File: config.mk
export PLATFORM = sky130hd
export DESIGN_NAME = ssa_ctrl
export DESIGN_NICKNAME = d
export VERILOG_FILES = /design/src/design/ssa_pkg.sv /design/src/design/ssa_ctrl.sv
export SDC_FILE = /design/constraint.sdc
export NUM_CORES = 1
export LEC_CHECK = 0
export ABC_AREA = 0
export CAP_MARGIN = 15
export CORE_AREA = 2 2 39 41
export CTS_CLUSTER_DIAMETER = 50
export DETAILED_ROUTE_END_ITERATION = 10
export DIE_AREA = 0 0 41 43
export DONT_BUFFER_PORTS = 1
export MAX_ROUTING_LAYER = met4
export REMOVE_ABC_BUFFERS = 1
export SYNTH_ARGS = -nofsm -noshare
export SYNTH_HDL_FRONTEND = slang
export SYNTH_SLANG_ARGS = --single-unit
File: constraint.sdc
create_clock -name clk -period 1.4 [get_ports clk]
set_input_delay 0.07 -clock clk [delete_from_list [all_inputs] [get_ports clk]]
set_output_delay 0.07 -clock clk [all_outputs]
set_load 0.01 [all_outputs]
File: src/design/ssa_pkg.sv
// Shared types and constants for the sparse-set slot allocator.
package ssa_pkg;

  localparam int SLOTS   = 1024;
  localparam int SLOT_W  = 10;
  localparam int COUNT_W = SLOT_W + 1;

  typedef enum logic [1:0] {
    CMD_ALLOC = 2'd0,
    CMD_MARK  = 2'd1,
    CMD_FREE  = 2'd2,
    CMD_CLEAR = 2'd3
  } cmd_t;

  typedef enum logic [1:0] {
    ST_OK   = 2'd0,
    ST_FULL = 2'd1,
    ST_SAME = 2'd2
  } status_t;

  typedef struct packed {
    cmd_t              cmd;
    logic [SLOT_W-1:0] slot_index;
  } in_t;

  typedef struct packed {
    logic [SLOT_W-1:0]  granted_slot;
    status_t            status;
    logic [COUNT_W-1:0] allocated_total;
  } out_t;

  // controller -> datapath
  typedef struct packed {
    logic init_step;
    logic load;
    logic read;
    logic wr_a;
    logic wr_b;
    logic respond;
  } ctrl_t;

  // datapath -> controller
  typedef struct packed {
    logic init_done;
    logic fail;
    logic is_swap;
  } stat_t;

endpackage

File: src/design/ssa_ctrl.sv
// Controller state machine: init sweep, read, check, two swap writes.
module ssa_ctrl (
  input  logic          clk,
  input  logic          rst_n,
  input  logic          start,
  input  ssa_pkg::stat_t stat,
  output ssa_pkg::ctrl_t ctrl,
  output logic          busy
);

  typedef enum logic [5:0] {
    S_INIT  = 6'b000001,
    S_IDLE  = 6'b000010,
    S_READ  = 6'b000100,
    S_CHECK = 6'b001000,
    S_WR1   = 6'b010000,
    S_WR2   = 6'b100000
  } state_t;

  state_t state_r, state_nxt;

  always_ff @(posedge clk) begin
    if (!rst_n) begin
      state_r <= S_INIT;
    end else begin
      state_r <= state_nxt;
    end
  end

  always_comb begin
    state_nxt = state_r;
    ctrl      = '0;
    case (state_r)
      S_INIT: begin
        ctrl.init_step = 1'b1;
        if (stat.init_done) state_nxt = S_IDLE;
      end
      S_IDLE: begin
        if (start) begin
          ctrl.load = 1'b1;
          state_nxt = S_READ;
        end
      end
      S_READ: begin
        ctrl.read = 1'b1;
        state_nxt = S_CHECK;
      end
      S_CHECK: begin
        if (stat.fail || !stat.is_swap) begin
          ctrl.respond = 1'b1;
          state_nxt    = S_IDLE;
        end else begin
          state_nxt = S_WR1;
        end
      end
      S_WR1: begin
        ctrl.wr_a = 1'b1;
        state_nxt = S_WR2;
      end
      S_WR2: begin
        ctrl.wr_b    = 1'b1;
        ctrl.respond = 1'b1;
        state_nxt    = S_IDLE;
      end
      default: begin
        state_nxt = S_INIT;
      end
    endcase
  end

  assign busy = (state_r != S_IDLE);

endmodule

---- Yosys cells after proc, flatten, opt, wreduce, memory -nomap -nowiden ----
Cells that the tools add are included.
storage, ports and cells
  input port bits ......................... 6
  output and inout port bits .............. 7
  register bits after elaboration ......... 6
cells by class
  eq/ne operators ......................... 9
  reductions and logical operators ........ 3
  multiplexer cells ....................... 12
operators by type and width
  operator              number
  $pmux W6 S6           1
  $mux W6               2
  $mux W1               7
  $eq A6 B1 Y1 const B  1
  $eq A6 B2 Y1 const B  1
  $eq A6 B3 Y1 const B  1
  $eq A6 B4 Y1 const B  1
  $eq A6 B5 Y1 const B  1
  $eq A6 B6 Y1 const B  1
  $ne A6 B2 Y1 const B  1
  $mux W5               1
  $ne A2 B2 Y1 const B  2
  $pmux W1 S2           1
  $reduce_and A2 Y1     1
  $logic_not A1 Y1      1
  $logic_or A1 B1 Y1    1

---- Longest topological paths before layout ----
  depth after elaboration ................. 4
  gate-level depth with buffers ........... 5

---- Worst setup path before layout ----
No wires, ideal clock.
  path type ............................... register to register
  start point ............................. register state_r[1]
  end point ............................... register state_r[1]
  arrival ................................. 1.413 ns
  setup time .............................. 0.057 ns
  data required time ...................... 1.343 ns
  clock period less this slack ............ 1.470 ns
  slack ................................... -0.070 ns
  cell stages (with the launch flop) ...... 4
  path through ............................ dfxtp_1 -> or4_2 -> a21oi_1 -> o21ba_2
between the ends
  cells in the longest elaborated chain, start to end .. 3
  elaborated cells between the ends (all ways) .. 10
RTL lines
  element                                       line            source
  from (decl)                                   ssa_ctrl.sv:20  state_t state_r, state_nxt;
  from (signal assigned)                        ssa_ctrl.sv:26  state_r <= state_nxt;
  $eq A6 B1 Y1 or $eq A6 B2 Y1 (tied branches)  ssa_ctrl.sv:33  case (state_r)
  $ne A2 B2 Y1 (no line)                        n/a
  $reduce_and A2 Y1 (no line)                   n/a
Parallel ways exist; a longest one is shown, timed or not.
A chain may end at the register's enable or synchronous reset.

==> results.tsv <==
metric	value	unit
status	finished, violations left	
failing checks	negative setup slack	
TritonCTS clock tree	yes	
Routed Antenna Nets	0	
DRT Pass-1 Iters	2	
CP startpoint kind	flip-flop	
mux cell area share after synthesis	0	
Worst-Margin Slew	0.318	ns
area grow syn2layout	101	%
Reg power frac	0.316	
core area	1380	um2
Synth Area in Adders	0	
Final GP Congestion	0.865	
worst endpoint required time	1.33	ns
crit-path max FO	4	
All-Layer GR Usage	0.160	
Sw Pwr	204	uW
area taken by multi-input logic gates	337	um2
Slew HR	0.787	
combinational share of power	0.415	
Leak	0.000288	uW
commonest cells after routing, fill and taps aside	buf_4 (17), buf_6 (4)	
max-cap check violation count	0	
unrepaired setup endpoints after global routing	true	
final wirelength	1310	um
Post-synth top flop	dfxtp_1	
Vias/cell	5.00	
final hold slack	0.0176	ns
crit end category	output port	
gr ovfl total	0	
fin nets	75	
share of layout cells above drive strength 1	0.761	
Port Buf Inserts	0	
commonest non-fill, non-tap cell in the layout	buf_4	
Num CTS Buffers	3	
Yosys reg bits	6	
DR vias	415	
clock network power share	0.269	
Worst Skew	0.000860	ns
Min-Delay Path Depth	2	
Fillers	134	
ant diodes	0	
worst min path class	input port to flip-flop	
Final min period	1.66	ns
Post-Syn Area	360	um2
Yosys warning total	0	
HPWL after detailed placement	762	um
Skew-Pair Late Insertion Delay	0.25	ns
maximum clock frequency	604	MHz
Final Hold Vio Count	0	
WS Path Type	flip-flop to output port	
htree depth	1	
Max clock buf depth	2	
Top reg by flops	state_r	
Max Slew Vio Count	0	
Synth Instances	41	
largest net degree at the start of global routing	8	
CP arrival	1.59	ns
Worst IR Drop VDD	0.000530	V
Die Area	1760	um2
top flop regs	state_r: 6 flops	
Rows	14	
Wirelength per Cell	15.8	um
total power	627	uW
Clock Sinks	6	
Worst R2R Setup Slack	-0.23	ns
pwr/cell area	867	nW/um2
reg-to-reg startpoint	state_r[2]	
DR iter-0 viols	7	
mean post-synth cell area	8.79	um2
Starting Density	0.260	
FF+latch area	124	um2
Boundary Pins	13	
Synth Area in Compound Gates	0.146	
Synth async-reset ratio	0	
max reg flops	6	
first-pass GRT wire length	1800	um
fraction of synthesized cell area in xor and xnor cells	0.0243	
Final period util	1.18	
post-synthesis simple-gate area fraction	0.434	
initial antenna violation count	0	
cell internal pwr	423	uW
register area share after synthesis	0.333	
number of global-route vias before repair	416	
hold endpoint	state_r[0]	
Crit Reg-Reg Endpoint	state_r[1]	
Worst Hold Launch	rst_n	
DRC	0	
R2R depth	6	
die height	43	um
Sw Share	0.325	
final core occ	0.523	
largest family of logic cells by synthesized area	simple AND/OR/NAND/NOR gates	
CTS root buf	clkbuf_4	
Post-synth EDFFs	0	
clock-pin slew reported for the worst setup and hold paths after clock tree synthesis	0.05	ns
final setup fails	10	
width of the die	41	um
synth unique cells	27	
fin worst setup slack	-0.257	ns
-- metal layers --
layer,wire length [um],track usage,up-vias
li1,-,-,200
met1,468,0.174,207
met2,818,0.269,8
met3,26,0.0157,0
met4,0,0.0800,0
met5,0,-,-
-- cells in the mapped netlist, drive strengths merged (2+ instances only) --
cell	n	area, um2
dfxtp	6	120
inv	4	15.0
nand2	2	7.51
nand2b	2	12.5
nor2	5	18.8
nor3b	2	26.3
nor4b	2	17.5
o21ai	2	13.8
or4	2	20.0
-- power groups by stage --
stage	clock (uW)	sequential [uW]	combinational, uW
finish	169	198	260
global route	183	199	277
CTS	173	196	208
detailed placement	0	196	156
global placement	0	196	151
floorplan	0	202	89.7
-- final cells by class --
cell class,instances,area share
inverter,4,0.0242
clock buffer,3,0.0311
timing repair buffer,24,0.280
sequential,6,0.171
tap,16,0.0277
multi-input combinational,30,0.465
-- worst max-delay path by stage --
| stage | startpoint | endpoint | slack, ns | cells past startpoint |
|---|---|---|---|---|
| 2_1_floorplan | state_r[1] | state_r[1] | -0.07 | 3 |
| 3_3_place_gp | state_r[2] | state_r[1] | -0.08 | 5 |
| 3_5_place_dp | state_r[2] | state_r[1] | -0.12 | 5 |
| 4_1_cts | state_r[3] | ctrl[4] | -0.28 | 3 |
| 5_1_grt | state_r[3] | busy | -0.31 | 4 |
| 6_report | state_r[2] | ctrl[4] | -0.26 | 3 |
-- per-stage QoR --
| stage | TNS, ns | area (um2) | cells | setup WS, ns |
|---|---|---|---|---|
| final | -1.34 | 723 | 83 | -0.257 |
| after global routing | -1.86 | 723 | 83 | -0.307 |
| after CTS | -1.19 | 628 | 81 | -0.277 |
| after detailed placement | -0.280 | 470 | 69 | -0.119 |
| after global placement | -0.163 | 470 | 69 | -0.0845 |
| after floorplan | -0.0700 | 353 | 40 | -0.0700 |
-- timing repair --
action                     in CTS  in global routing
hold endpoints to repair        2                  0
gates resized for setup        20                 15
setup endpoints to repair       9                 11
hold buffers                    3                  0
pin swaps                       5                 11
setup buffers                   6                  4
-- worst max-delay path, stage by stage (launching register included) --
cell and delay (ns):
dfxtp_2 0.33, or4_4 0.54, nor3b_4 0.27, and2_4 0.20
-- logic make-up after synthesis --
family	Yosys count
AOI/OAI and AO/OA	7
DFF	6
xor gates and xnor gates	1
buffers and inverters	5
and+or+nand+nor	22
Power figures use the tool's default switching activity.
